$ cat src/hw/rtl/tss_pkg.sv
// Package for the timed step sequencer.
// Field widths, request codes, the control struct shared by the core and top level.
// No dependencies.
package tss_pkg;

    localparam int DEFAULT_MAX_STEPS = 16;

    localparam int REQ_W     = 2;
    localparam int IDX_W     = 4;
    localparam int DUR_W     = 16;
    localparam int VAL_W     = 16;
    localparam int LOOP_W    = 16;
    localparam int LEN_W     = 5;
    localparam int ELAPSED_W = 17;
    localparam int ENTRY_W   = DUR_W + VAL_W;

    localparam logic [ELAPSED_W-1:0] ELAPSED_MAX = '1;
    localparam logic [LEN_W-1:0]     LEN_RESET   = LEN_W'(1);

    localparam logic [REQ_W-1:0] REQ_TICK  = 2'd0;
    localparam logic [REQ_W-1:0] REQ_START = 2'd1;
    localparam logic [REQ_W-1:0] REQ_STOP  = 2'd2;
    localparam logic [REQ_W-1:0] REQ_WRITE = 2'd3;

    // Per-transaction control from the step core
    typedef struct packed {
        logic ram_we;
        logic running;
        logic changed;
    } tss_ctrl_t;

endpackage

$ cat src/hw/rtl/tss_ram.sv
// Generic single-write, single-read RAM with registered read data.
// Depends on nothing.
module tss_ram #(
    parameter int WIDTH = 32,
    parameter int DEPTH = 16
) (
    input  logic                                  clk,
    input  logic                                  we,
    input  logic [(DEPTH > 1 ? $clog2(DEPTH) : 1)-1:0] waddr,
    input  logic [WIDTH-1:0]                      wdata,
    input  logic                                  re,
    input  logic [(DEPTH > 1 ? $clog2(DEPTH) : 1)-1:0] raddr,
    output logic [WIDTH-1:0]                      rdata
);

    logic [WIDTH-1:0] mem [DEPTH];

    always_ff @(posedge clk)
    begin
        if (we)
        begin
            mem[waddr] <= wdata;
        end
        if (re)
        begin
            rdata <= mem[raddr];
        end
    end

endmodule

$ cat src/hw/rtl/tss_step.sv
// Next-state logic of the sequencer for one transaction.
// Uses tss_pkg; purely combinational, registers live in the top level.
module tss_step
    import tss_pkg::*;
#(
    parameter int MAX_STEPS = DEFAULT_MAX_STEPS
) (
    input  logic [REQ_W-1:0]                            req_type,
    input  logic [IDX_W-1:0]                            entry_index,
    input  logic [LOOP_W-1:0]                           loop_count,
    input  logic [LEN_W-1:0]                            sequence_length,
    input  logic [DUR_W-1:0]                            cur_duration,
    input  logic [(MAX_STEPS > 1 ? $clog2(MAX_STEPS) : 1)-1:0] position,
    input  logic [ELAPSED_W-1:0]                        elapsed,
    input  logic [LOOP_W-1:0]                           loops_left,
    input  logic                                        active,
    input  logic [$clog2(MAX_STEPS + 1)-1:0]            reported,
    output logic [(MAX_STEPS > 1 ? $clog2(MAX_STEPS) : 1)-1:0] position_next,
    output logic [ELAPSED_W-1:0]                        elapsed_next,
    output logic [LOOP_W-1:0]                           loops_left_next,
    output logic                                        active_next,
    output logic [$clog2(MAX_STEPS + 1)-1:0]            reported_next,
    output logic [(MAX_STEPS > 1 ? $clog2(MAX_STEPS) : 1)-1:0] wr_addr,
    output tss_ctrl_t                                   ctrl
);

    localparam int PW = (MAX_STEPS > 1) ? $clog2(MAX_STEPS) : 1;
    localparam int CW = PW + 1;
    localparam int RW = $clog2(MAX_STEPS + 1);
    localparam logic [RW-1:0] NO_POSITION = RW'(MAX_STEPS);

    logic [CW-1:0]        eff_len;
    logic [CW-1:0]        pos_inc;
    logic [ELAPSED_W-1:0] elapsed_inc;
    logic [ELAPSED_W-1:0] dur_ext;
    logic [RW-1:0]        rep_mid;
    logic [RW-1:0]        pos_ext;
    logic                 index_ok;

    // Length of 0 behaves as 1, anything above the table size is clamped
    always_comb
    begin
        if (sequence_length == '0)
        begin
            eff_len = CW'(1);
        end
        else if (32'(sequence_length) > MAX_STEPS)
        begin
            eff_len = CW'(MAX_STEPS);
        end
        else
        begin
            eff_len = CW'(sequence_length);
        end
    end

    assign pos_inc     = {1'b0, position} + CW'(1);
    assign elapsed_inc = (elapsed != ELAPSED_MAX) ? elapsed + ELAPSED_W'(1) : elapsed;
    assign dur_ext     = ELAPSED_W'(cur_duration);
    assign index_ok    = 32'(entry_index) < MAX_STEPS;
    assign wr_addr     = PW'(entry_index);

    always_comb
    begin
        position_next   = position;
        elapsed_next    = elapsed;
        loops_left_next = loops_left;
        active_next     = active;
        rep_mid         = reported;
        ctrl            = '0;

        case (req_type)
            REQ_TICK:
            begin
                if (active)
                begin
                    ctrl.running = 1'b1;
                    elapsed_next = elapsed_inc;
                    if (elapsed_inc >= dur_ext)
                    begin
                        elapsed_next = elapsed_inc - dur_ext;
                        if (pos_inc < eff_len)
                        begin
                            position_next = PW'(pos_inc);
                        end
                        else
                        begin
                            position_next = '0;
                            if (loops_left == LOOP_W'(1))
                            begin
                                // last loop done: halt, the result still says running
                                elapsed_next    = '0;
                                loops_left_next = '0;
                                active_next     = 1'b0;
                                rep_mid         = '0;
                            end
                            else if (loops_left != '0)
                            begin
                                loops_left_next = loops_left - LOOP_W'(1);
                            end
                        end
                    end
                end
            end
            REQ_START:
            begin
                loops_left_next = loop_count;
                position_next   = '0;
                elapsed_next    = '0;
                rep_mid         = NO_POSITION;
                active_next     = 1'b1;
                ctrl.running    = 1'b1;
            end
            REQ_STOP:
            begin
                position_next   = '0;
                elapsed_next    = '0;
                loops_left_next = '0;
                active_next     = 1'b0;
                rep_mid         = '0;
            end
            REQ_WRITE:
            begin
                ctrl.ram_we  = index_ok;
                ctrl.running = active;
            end
            default:
            begin
                ctrl = '0;
            end
        endcase

        // position moved away from the one last reported
        ctrl.changed = (RW'(position_next) != rep_mid);
    end

    assign pos_ext       = RW'(position_next);
    assign reported_next = (pos_ext != rep_mid) ? pos_ext : rep_mid;

endmodule

$ cat src/hw/rtl/timed_step_sequencer.sv
// Timed step sequencer: steps through a table of (duration, value) entries per tick.
// A transaction passes the input register, then the registered state and result stage.
// Throughput: one transaction per cycle, one table read each, unless out_stall backs up.
// The table RAM is read at the post-transaction position; same-cycle writes are forwarded.
// Reset (rst_n low, async): sequencer stopped, length 1, both pipeline stages empty;
// the step table is not cleared and holds garbage until written.
module timed_step_sequencer
    import tss_pkg::*;
#(
    parameter int MAX_STEPS = DEFAULT_MAX_STEPS
) (
    input  logic                     clk,
    input  logic                     rst_n,
    // configuration: sequence length
    input  logic                     cfg_wr_en,
    input  logic [LEN_W-1:0]         cfg_wr_data,
    // request channel
    input  logic                     in_valid,
    output logic                     in_stall,
    input  logic [REQ_W-1:0]         req_type,
    input  logic [IDX_W-1:0]         entry_index,
    input  logic [DUR_W-1:0]         entry_duration,
    input  logic signed [VAL_W-1:0]  entry_value,
    input  logic [LOOP_W-1:0]        loop_count,
    // result channel
    output logic                     out_valid,
    input  logic                     out_stall,
    output logic                     running,
    output logic signed [VAL_W-1:0]  current_value,
    output logic                     new_value
);

    localparam int PW = (MAX_STEPS > 1) ? $clog2(MAX_STEPS) : 1;
    localparam int RW = $clog2(MAX_STEPS + 1);

    // Input register stage
    logic              in_valid_reg;
    logic [REQ_W-1:0]  req_type_reg;
    logic [IDX_W-1:0]  entry_index_reg;
    logic [DUR_W-1:0]  entry_duration_reg;
    logic [VAL_W-1:0]  entry_value_reg;
    logic [LOOP_W-1:0] loop_count_reg;

    // Sequencer state
    logic [LEN_W-1:0]     seq_len_reg;
    logic [PW-1:0]        position_reg;
    logic [ELAPSED_W-1:0] elapsed_reg;
    logic [LOOP_W-1:0]    loops_left_reg;
    logic                 active_reg;
    logic [RW-1:0]        reported_reg;

    logic [PW-1:0]        position_next;
    logic [ELAPSED_W-1:0] elapsed_next;
    logic [LOOP_W-1:0]    loops_left_next;
    logic                 active_next;
    logic [RW-1:0]        reported_next;
    logic [PW-1:0]        wr_addr;
    tss_ctrl_t            ctrl;

    // Result stage; the RAM read data register is part of it
    logic               out_valid_reg;
    logic               running_reg;
    logic               new_value_reg;
    logic               fwd_sel_reg;
    logic [ENTRY_W-1:0] fwd_data_reg;
    logic [ENTRY_W-1:0] ram_rdata;
    logic [ENTRY_W-1:0] cur_entry;

    logic process;

    // A transaction leaves the input register when the result register is free
    // or being emptied in the same cycle.
    assign process  = in_valid_reg && (!out_valid_reg || !out_stall);
    assign in_stall = in_valid_reg && !process;

    always_ff @(posedge clk or negedge rst_n)
    begin
        if (!rst_n)
        begin
            in_valid_reg <= 1'b0;
        end
        else if (in_valid && !in_stall)
        begin
            in_valid_reg <= 1'b1;
        end
        else if (process)
        begin
            in_valid_reg <= 1'b0;
        end
    end

    always_ff @(posedge clk)
    begin
        if (in_valid && !in_stall)
        begin
            req_type_reg       <= req_type;
            entry_index_reg    <= entry_index;
            entry_duration_reg <= entry_duration;
            entry_value_reg    <= entry_value;
            loop_count_reg     <= loop_count;
        end
    end

    // Entry at the current position: RAM data from the last read, or the
    // write data if the read and a write hit the same step on that edge.
    assign cur_entry = fwd_sel_reg ? fwd_data_reg : ram_rdata;

    tss_step #(
        .MAX_STEPS (MAX_STEPS)
    ) u_step (
        .req_type        (req_type_reg),
        .entry_index     (entry_index_reg),
        .loop_count      (loop_count_reg),
        .sequence_length (seq_len_reg),
        .cur_duration    (cur_entry[ENTRY_W-1:VAL_W]),
        .position        (position_reg),
        .elapsed         (elapsed_reg),
        .loops_left      (loops_left_reg),
        .active          (active_reg),
        .reported        (reported_reg),
        .position_next   (position_next),
        .elapsed_next    (elapsed_next),
        .loops_left_next (loops_left_next),
        .active_next     (active_next),
        .reported_next   (reported_next),
        .wr_addr         (wr_addr),
        .ctrl            (ctrl)
    );

    // Step table: duration in the upper half, value in the lower half.
    // Read at the post-transaction position so the result value and the
    // next tick's duration both come out of the same registered read.
    tss_ram #(
        .WIDTH (ENTRY_W),
        .DEPTH (MAX_STEPS)
    ) u_table (
        .clk   (clk),
        .we    (process && ctrl.ram_we),
        .waddr (wr_addr),
        .wdata ({entry_duration_reg, entry_value_reg}),
        .re    (process),
        .raddr (position_next),
        .rdata (ram_rdata)
    );

    // Sequencer state and configuration
    always_ff @(posedge clk or negedge rst_n)
    begin
        if (!rst_n)
        begin
            seq_len_reg    <= LEN_RESET;
            position_reg   <= '0;
            elapsed_reg    <= '0;
            loops_left_reg <= '0;
            active_reg     <= 1'b0;
            reported_reg   <= '0;
            fwd_sel_reg    <= 1'b0;
        end
        else
        begin
            if (cfg_wr_en)
            begin
                seq_len_reg <= cfg_wr_data;
            end
            if (process)
            begin
                position_reg   <= position_next;
                elapsed_reg    <= elapsed_next;
                loops_left_reg <= loops_left_next;
                active_reg     <= active_next;
                reported_reg   <= reported_next;
                fwd_sel_reg    <= ctrl.ram_we && (wr_addr == position_next);
            end
        end
    end

    always_ff @(posedge clk)
    begin
        if (process)
        begin
            fwd_data_reg <= {entry_duration_reg, entry_value_reg};
        end
    end

    // Result register
    always_ff @(posedge clk or negedge rst_n)
    begin
        if (!rst_n)
        begin
            out_valid_reg <= 1'b0;
            running_reg   <= 1'b0;
            new_value_reg <= 1'b0;
        end
        else
        begin
            if (process)
            begin
                out_valid_reg <= 1'b1;
                running_reg   <= ctrl.running;
                // position moved away from the one last reported
                new_value_reg <= ctrl.changed;
            end
            else if (!out_stall)
            begin
                out_valid_reg <= 1'b0;
            end
        end
    end

    assign out_valid     = out_valid_reg;
    assign running       = running_reg;
    assign new_value     = new_value_reg;
    assign current_value = running_reg ? cur_entry[VAL_W-1:0] : '0;

endmodule

$ cat config.mk
export PLATFORM = sky130hd
export DESIGN_NAME = timed_step_sequencer
export DESIGN_NICKNAME = d
export VERILOG_FILES = /design/src/hw/rtl/tss_pkg.sv /design/src/hw/rtl/tss_ram.sv /design/src/hw/rtl/tss_step.sv /design/src/hw/rtl/timed_step_sequencer.sv
export SDC_FILE = /design/constraint.sdc
export NUM_CORES = 1
export LEC_CHECK = 0
export CAP_MARGIN = 20
export CORE_ASPECT_RATIO = 1.4
export CORE_MARGIN = 2
export CORE_UTILIZATION = 30
export CTS_CLUSTER_SIZE = 12
export DETAILED_ROUTE_END_ITERATION = 8
export DONT_BUFFER_PORTS = 1
export SETUP_SLACK_MARGIN = 0.5
export SYNTH_ARGS = -nofsm -noshare
export SYNTH_HDL_FRONTEND = slang
export SYNTH_SLANG_ARGS = --single-unit
$ cat constraint.sdc
create_clock -name clk -period 17.05 [get_ports clk]
set_clock_uncertainty 0.15 [all_clocks]
set_input_delay 2.5575 -clock clk [delete_from_list [all_inputs] [get_ports clk]]
set_output_delay 2.5575 -clock clk [all_outputs]
set_load 0.01 [all_outputs]
## Word level (Yosys, flattened, before mapping)

Memories as Yosys holds them, arrays and structs flattened. A register that Yosys moved wholly into a read port is not among the register bits.
Cells that the tools add are included.

- Add/subtract/negate cells: 4
- Magnitude comparators: 3
- Reductions and logical operators: 20
- Multiplexer cells: 40
- Eq/ne operators: 12

Operator list:

| cell | count |
|---|---|
| $mux W16 | 6 |
| $mux W17 | 5 |
| $pmux W16 S3 | 1 |
| $mux W5 | 7 |
| $pmux W17 S2 | 1 |
| $mux W32 | 1 |
| $add A17 B1 Y17 const B | 1 |
| $ge A17 B16 Y1 | 1 |
| $ne A17 B17 Y1 const B | 1 |
| $sub A17 B16 Y17 | 1 |
| $eq A16 B1 Y1 const B | 1 |
| $reduce_bool A16 Y1 | 1 |
| $sub A16 B1 Y16 const B | 1 |
| $pmux W5 S3 | 1 |
| $mux W1 | 12 |
| $mux W4 | 3 |
| $pmux W4 S2 | 1 |
| $pmux W1 S3 | 2 |
| $reduce_and A6 Y1 | 1 |
| $add A4 B1 Y5 const B | 1 |
| $gt A5 B5 Y1 const B | 1 |
| $logic_and A1 B1 Y1 | 5 |
| $logic_not A5 Y1 | 1 |
| $lt A5 B5 Y1 | 1 |
| other kinds (15) | 22 |

- Memories kept: 1
- Input bits: 64
- Logic and storage cells: 97
- Bits in writable memories: 512
- Output and inout bits: 20
- Register bits after elaboration: 139

Memories:

| name | words | width | read ports | clocked after memory_dff | write ports | RTL line | source |
|---|---|---|---|---|---|---|---|
| u_table.mem | 16 | 32 | 1 | 1 | 1 | tss_ram.sv:16 | `logic [WIDTH-1:0] mem [DEPTH];` |

## Depth between registers and ports, before layout

Gate-level depths: netlist of run 1.

- Word-level depth: 10
- Depth in mapped cells: 22
- Mapped depth without buffers: 20

## By module

From an unflattened synthesis of run 1, not the netlist that was laid out.

- Cells, all modules: 1,541
- Area, all modules: 28,081.9 µm²

Modules (own cells, without submodules):

| module | instances | sequential area each (µm²) | area an instance (µm²) | cells an instance |
|---|---|---|---|---|
| tss_ram | 1 | 16,335.7 | 20,155.6 | 838 |
| timed_step_sequencer | 1 | 3,910.0 | 5,126.2 | 262 |
| tss_step | 1 | 0.0 | 2,800.2 | 441 |

## Worst setup path after synthesis of run 1

Ideal clock, no wire load.

- Path type: input port to flip-flop
- Start: input out_stall
- End: memory u_table.mem[0][0] (enable)
- Required time: 16,439 ps
- Path buffers: 0
- Library setup time: 461 ps
- Setup slack: 9,474 ps
- Data arrival time: 6,965 ps
- Stages on the path: 6
- Path through: nand2_1 > nand2_1 > inv_1 > nand2_1 > or3_1 > nor3_1

- Longest elaborated chain between the ends: 6

Ends and longest elaborated chain:

| item | RTL line | source |
|---|---|---|
| from (decl) | timed_step_sequencer.sv:27 | `input logic out_stall,` |
| $logic_not A1 Y1 | n/a |  |
| $logic_or A1 B1 Y1 | timed_step_sequencer.sv:73 | `assign process = in_valid_reg && (!out_valid_reg \|\| !out_stall);` |
| $logic_and A1 B1 Y1 | timed_step_sequencer.sv:73 |  |
| named net process | timed_step_sequencer.sv:69 | `logic process;` |
| $logic_and A1 B1 Y1 | timed_step_sequencer.sv:138 | `.we (process && ctrl.ram_we),` |
| $mux W1 | tss_ram.sv:20 | `if (we)` |
| $mux W1 (not written as such) | tss_ram.sv:22 | `mem[waddr] <= wdata;` |
| to (decl) | tss_ram.sv:16 |  |

The timed path passes the listed nets, and every way through them passes these cells.

## Worst setup path after layout of run 1

- Start: register elapsed_reg[0]
- End: register u_table.rdata[29], read port of u_table.mem (data pin)

- Longest elaborated chain between the ends: 6
- Elaborated cells between the ends (all ways): 7
- Classes of those cells: add/sub (1); order compare (1); eq/ne (1); mux (4)

Ends and longest elaborated chain:

| item | RTL line | source |
|---|---|---|
| from (decl) | timed_step_sequencer.sv:47 | `logic [ELAPSED_W-1:0] elapsed_reg;` |
| from (signal assigned) | timed_step_sequencer.sv:168 | `elapsed_reg <= elapsed_next;` |
| $add A17 B1 Y17 or $ne A17 B17 Y1 (tied branches) | tss_step.sv:58 | `assign elapsed_inc = (elapsed != ELAPSED_MAX) ? elapsed + ELAPSED_W'(1) : elapsed;` |
| $mux W17 (*) | tss_step.sv:58 |  |
| $ge A17 B16 Y1 (*) | tss_step.sv:79 | `if (elapsed_inc >= dur_ext)` |
| $mux W4 (*) | tss_step.sv:79 |  |
| $mux W4 (*) | tss_step.sv:75 | `if (active)` |
| $pmux W4 S2 (*) | tss_step.sv:72 | `case (req_type)` |
| to (decl) | tss_ram.sv:13 | `output logic [WIDTH-1:0] rdata` |

Every way passes the cells marked *; elsewhere a longest branch is shown, timed or not.
A chain may end at the register's enable or synchronous reset.

==> results of run 1 <==
[power by group]
group | total (mW) | switching, mW | leakage, nW | internal (mW)
logic | 0.205 | 0.136 | 3.05 | 0.0687
registers | 1.93 | 0.0485 | 6.44 | 1.88
clock network | 1.39 | 0.634 | 0.961 | 0.756
total | 3.53 | 0.819 | 10.4 | 2.71
[logic make-up after synthesis]
family | after synthesis | synth area share, %
AND/OR/NAND/NOR | 624 | 10.2
buffers and inverters | 158 | 2.67
adder cells (fa/ha/maj) | 29 | 1.30
multiplexers | 38 | 1.36
XOR/XNOR | 35 | 1.08
AO/OA/AOI/OAI | 497 | 12.3
flip-flops | 683 | 71.1
[stage by stage]
step	hold WS (ps)	utilization [%]	cell area [sq um]	std cells
2_1_floorplan	304	-	28500	2064
3_3_place_gp	321	31.6	29800	3179
3_5_place_dp	338	31.7	29800	3180
4_1_cts	347	33.8	31800	3282
5_1_grt	382	33.8	31800	3285
6_report	337	33.8	31800	3289
[final cells by class]
class | count | area (sq um) | share of cell area [%]
antenna | 6 | 15.0 | 0.0472
clock buffer | 83 | 1800 | 5.66
clock inverter | 19 | 204 | 0.641
inverter | 22 | 83.8 | 0.264
multi-input combinational | 1223 | 7630 | 24.0
sequential | 683 | 20200 | 63.7
tap | 1215 | 1520 | 4.78
timing repair buffer | 38 | 302 | 0.948
[cell usage in the layout (no fill, tap or decap), drive strengths merged, types with 7 or more instances in the layout]
cell    instances
edfxtp        630
nand2         347
and3          137
a31oi         134
a211oi        132
clkbuf         83
a22oi          71
o21ai          62
dfrtp          52
nor2           48
a21oi          43
buf            38
mux2i          32
ha             28
xnor2          24
inv            24
nor3           20
nand3          18
nor2b          18
clkinv         15
xor2           11
and2           11
a32oi           9
nand2b          8
a21o            7
[metal layers]
| metal | share of wire [%] | vias up | wire, microns | GRT usage (%) |
|---|---|---|---|---|
| li1 | - | 7863 | - | - |
| met1 | 40 | 8911 | 29600 | 18.2 |
| met2 | 50 | 634 | 36900 | 25.4 |
| met3 | 7.5 | 134 | 5560 | 3.22 |
| met4 | 2.7 | 18 | 1990 | 5.27 |
| met5 | 0.16 | - | 115 | 0 |
[cell usage after synthesis, types with 9 or more instances]
library cell / instances
buf_1: 9
edfxtp_1: 630
nand2_1: 346
mux2i_1: 32
nor2_1: 48
clkbuf_1: 58
a32oi_1: 9
ha_1: 28
dfrtp_1: 52
a31oi_1: 134
inv_1: 22
a21oi_1: 42
a22oi_1: 70
a211oi_1: 106
nor2b_1: 18
and2_1: 9
and3_1: 137
o21ai_0: 61
nand3_1: 18
buf_2: 51
buf_6: 10
xnor2_1: 24
nor3_1: 20
xor2_1: 11
a211oi_2: 26
[how the worst min path moves through the flow]
stage,from,to,slack (ps),cells after the start
CTS,in_valid_reg,out_valid,350,1
finish,in_valid_reg,out_valid,340,1
detailed placement,in_valid_reg,out_valid,340,1
global placement,in_valid_reg,out_valid,320,1
floorplan,reported_reg[4],reported_reg[4],300,1
global route,reported_reg[1],reported_reg[1],380,1
==> reports/metrics.yaml, run 1 <==
rsz0062_at_grt: "false"
max_freq_mhz: 133
crit_fanout: 129
path_common_cell: "nand3_1"
cts_tree: "done"
total_power_mw: 3.53
drv_cap: 0
ys_warn_count: 0
syn_avg_cell_area_sq_um: 13.8
dp_hpwl_mm: 38.2
min_path_type: "register to register"
grt_pass1_vias: 17300
grt_max_degree: 130
ff2ff_setup_slack_ps: 9550
cp_slowest_cell: "buf_4"
crit_buf_inv: 2
portBuffers: 0
synth_cells: 2064
cts_root_buffer: "clkbuf_16"
finalHoldViolations: 0
powerDensity_nw_per_um2: 111
critical-path-max-stage-delay_ps: 790
wl_per_cell_microns: 22.5
cp.required_ps: 17390
vias: 17600
post-cts-setup-buffer-count: 0
wirelength_mm: 74.1
synth.net_count: 2157
postCtsHoldBufs: 0
synth-edff-count: 630
syn2layout_area_growth_pct: 11.7
ys_types: 65
num_rows: 133
overflow: 0
clk_transition_reported_paths_ps: 60
n_fill_cell: 8920
reg2reg_to: "u_table.rdata[29]"
finalCritPeriodShare_pct: 44.0
synth_top_area_share_pct: 66.4
syn-cell-area_sq_um: 28500
worstSetupPathType: "register to register"
status: "finished, final reports clean"
ys_seq_area_share_pct: 71.1
arrival_ps: 7830
relSlewSlack_pct: 27.6
fin_crit_ps: 7500
crit_start: "elapsed_reg[0]"
cts_sinks: 683
cts-resized-gates: 0
chipHeight_microns: 369
tightestPinTransition_ps: 1090
slew_violations: 0
nets: 2131
cp.depth: 21
reg2regPathDepth: 21
grt_pass1_wl_mm: 108
setup_slack_ps: 9550
core-area_sq_um: 94000
io_pins: 84
grt_usage_pct: 14.7
dieArea_sq_um: 97400
dr.first_iter.drc_count: 1663
synth_seq_cells: 683
endpoint: "u_table.rdata[29]"
antenna_left: 0
clockBufferDepth: 3
p_leak_nw: 10.4
gp_congestion: 0.803
async_reset_ff_share_pct: 7.76
cp_top_family: "simple AND/OR/NAND/NOR gates"
synth_area_leaders: "edfxtp_1 66%, dfrtp_1 4.6%, nand2_1 4.6%"
clk_latency_ps: 620
ir_worst_vdd_mv: 0.0644
path_cells: "ha_1, nand4_1, nor3_1, nand3_1, and2_1, and4_1, and3_1, nand3_1, xnor2_1, ha_1, nand3_1, or4_4, o211a_4, a211o_4, nand2_8, buf_4, buf_4, a211oi_1, a31oi_1, a22oi_1, nand2_1"
largest_reg_flops: 512
dpl_worst_slack_ps: 9610
die_x_microns: 264
tns_ps: 0
h-tree-depth: 3
drive_gt1_share_pct: 8.99
setup_viol: 0
numCtsBuffers: 70
r2r_start: "elapsed_reg[0]"
initial_core_util_pct: 30.3
cp-end-kind: "register"
synth_flop_cell: "edfxtp_1"
yosysTopAreaCell: "edfxtp_1"
drt_first_pass_iters: 5
drc: 0
antenna_found_initial: 14
start_kind: "register"
avgViaCountPerCell: 5.34
No activity file was read; power rests on OpenSTA's default activity.
==> inputs of run 2 (changes only) <==
==> constraint.sdc (replaced) <==
create_clock -name clk -period 6.69 [get_ports clk]
set_clock_uncertainty 0.15 [all_clocks]
set_input_delay 1.0035 -clock clk [delete_from_list [all_inputs] [get_ports clk]]
set_output_delay 1.0035 -clock clk [all_outputs]
set_load 0.01 [all_outputs]
==> reports/metrics.yaml, run 2 (synthesis gave the netlist of run 1 again) <==
status: "finished, final reports clean"
worstSetupPathType: "register to register"
min_path_type: "input port to asynchronous set/reset pin"
antenna_found_initial: 14  # unchanged
vias: 17700  # +0.66%
start_kind: "register"
grt_usage_pct: 14.8  # +0.070 points
n_fill_cell: 8859  # -0.68%
cp.required_ps: 6900  # -10490 ps
antenna_left: 0  # unchanged
ff2ff_setup_slack_ps: 840  # -8710 ps
post-place-cells: 3191  # +0.35%
grt_pass1_wl_mm: 109  # +0.72%
cts_root_buffer: "clkbuf_16"
pwr-share-clk_pct: 40.0  # +0.6 points
h-tree-depth: 3  # unchanged
cp_slowest_cell: "or4_4"
dieArea_sq_um: 97400  # unchanged
p_leak_nw: 10.6  # +1.8%
relSlewSlack_pct: 17.5  # -10 points
p_sw_share_pct: 22.9  # -0.36 points
finalCritPeriodShare_pct: 87.5  # +43 points
clockBufferDepth: 3  # unchanged
clk_latency_ps: 630  # about the same
total_power_mw: 9.10  # +160%
portBuffers: 0  # unchanged
avgViaCountPerCell: 5.35  # +0.17%
seq_power_share_pct: 54.1  # -0.7 points
arrival_ps: 6060  # -1770 ps
drc: 0  # unchanged
die_x_microns: 264  # unchanged
p_comb_share_pct: 5.8  # about the same
ir_worst_vdd_mv: 0.156  # +140%
internal_power_mw: 7.02  # +160%
grt_max_degree: 86  # -34%
crit_fanout: 64  # -50%
drv_cap: 0  # unchanged
core-area_sq_um: 94000  # unchanged
setup_viol: 0  # unchanged
switching_power_mw: 2.08  # +150%
tightestPinTransition_ps: 1210  # +121 ps
layout.cells.non_filler: 3305  # +0.49%
cts_tree: "done"
cp-end-kind: "register"
drive_gt1_share_pct: 10.3  # +1.3 points
tns_ps: 0  # unchanged
cts_sinks: 683  # unchanged
gp_congestion: 0.806  # +0.41%
drt_first_pass_iters: 7  # +2
nets: 2149  # +0.84%
syn2layout_area_growth_pct: 13.0
dr.first_iter.drc_count: 1478  # -11%
numCtsBuffers: 71  # +1.4%
powerDensity_nw_per_um2: 283  # +160%
wl_per_cell_microns: 22.8  # +1.1%
clk_transition_reported_paths_ps: 60  # about the same
overflow: 0  # unchanged
dp_hpwl_mm: 39.7  # +3.9%
final_cell_mix: "630 x edfxtp_1, 345 x nand2_1, 137 x and3_1"
largest_reg_flops: 512  # unchanged
hold_ws_ps: 66.8  # -271 ps
finalHoldViolations: 0  # unchanged
slew_violations: 0  # unchanged
io_pins: 84  # unchanged
rsz0062_at_grt: "false"
fin_crit_ps: 5850  # -1650 ps
max_freq_mhz: 171  # +28%
num_rows: 133  # unchanged
chipHeight_microns: 369  # unchanged
grt_pass1_vias: 17400  # +0.64%
final_common_cell: "edfxtp_1"
initial_core_util_pct: 30.3  # unchanged
wirelength_mm: 75.2  # +1.5%
path_cells: "ha_1, nand4_1, nor3_2, nand3_2, and2_1, and4_1, and3_1, nand3_1, xnor2_1, ha_2, nand3_1, or4_4, o211a_4, a211o_4, buf_6, and2_4, buf_12, nand2_1, a31oi_1, a22oi_1, nand2_1"
critical-path-max-stage-delay_ps: 550  # -240 ps
## run 2: layout make-up
type	instances	area, sq um	area share (%)
Antenna cell	4	10.0	0.0311
Clock inverter	21	191	0.595
Timing Repair Buffer	52	547	1.70
Sequential cell	683	20200	63.0
Multi-Input combinational cell	1226	7680	23.9
Tap cell	1215	1520	4.73
Clock buffer	82	1880	5.85
Inverter	22	83.8	0.261
## run 2: timing repair
action,in CTS,in global routing
resized for setup,0,7
setup buffers,0,3
hold buffers,1,0
endpoints found under the hold margin,52,0
setup endpoints to repair,0,36
## run 2: metal layers
layer | wire, microns | vias up | GRT usage [%]
li1 | - | 7908 | -
met1 | 30600 | 8982 | 18.5
met2 | 37700 | 626 | 25.4
met3 | 4800 | 144 | 2.72
met4 | 2050 | 16 | 5.71
met5 | 109 | - | 0
## run 2: path summary, 6_finish.rpt
| check | endpoint | cells past startpoint | from |
|---|---|---|---|
| worst min-delay path | seq_len_reg[0] | 0 | rst_n |
| worst min register to register | reported_reg[4] | 1 | reported_reg[4] |
| min in group clk | entry_duration_reg[13] | 0 | entry_duration[13] |
| worst max-delay path | u_table.rdata[12] | 21 | elapsed_reg[0] |
| worst max register to register | u_table.rdata[12] | 21 | elapsed_reg[0] |
| max in group asynchronous | elapsed_reg[3] | 1 | rst_n |
## run 2: worst max-delay path: cells and delay by family (launching register included)
kind,cells,cell delay (ps)
fa+ha+maj,2,670
flops,1,460
buf+inv,2,470
xor+xnor,1,100
simple gates,12,2590
compound gates,4,1080
## run 2: metrics by stage
step / worst slack (ps) / util, % / area [sq um]
final: 838 / 34.2 / 32200
after floorplan: 668 / - / 28500
after detailed placement: 642 / 31.9 / 29900
after CTS: 601 / 34.1 / 32000
after global routing: 537 / 34.2 / 32200
after global placement: 824 / 31.8 / 29900
## run 2: power by group through the flow
stage	Combinational [mW]	Clock (mW)	Sequential (mW)
floorplan	0.366	0	4.97
finish	0.530	3.64	4.93
detailed placement	0.520	0	5.01
CTS	0.530	3.73	4.93
global placement	0.495	0	5.00
global route	0.593	3.87	4.94
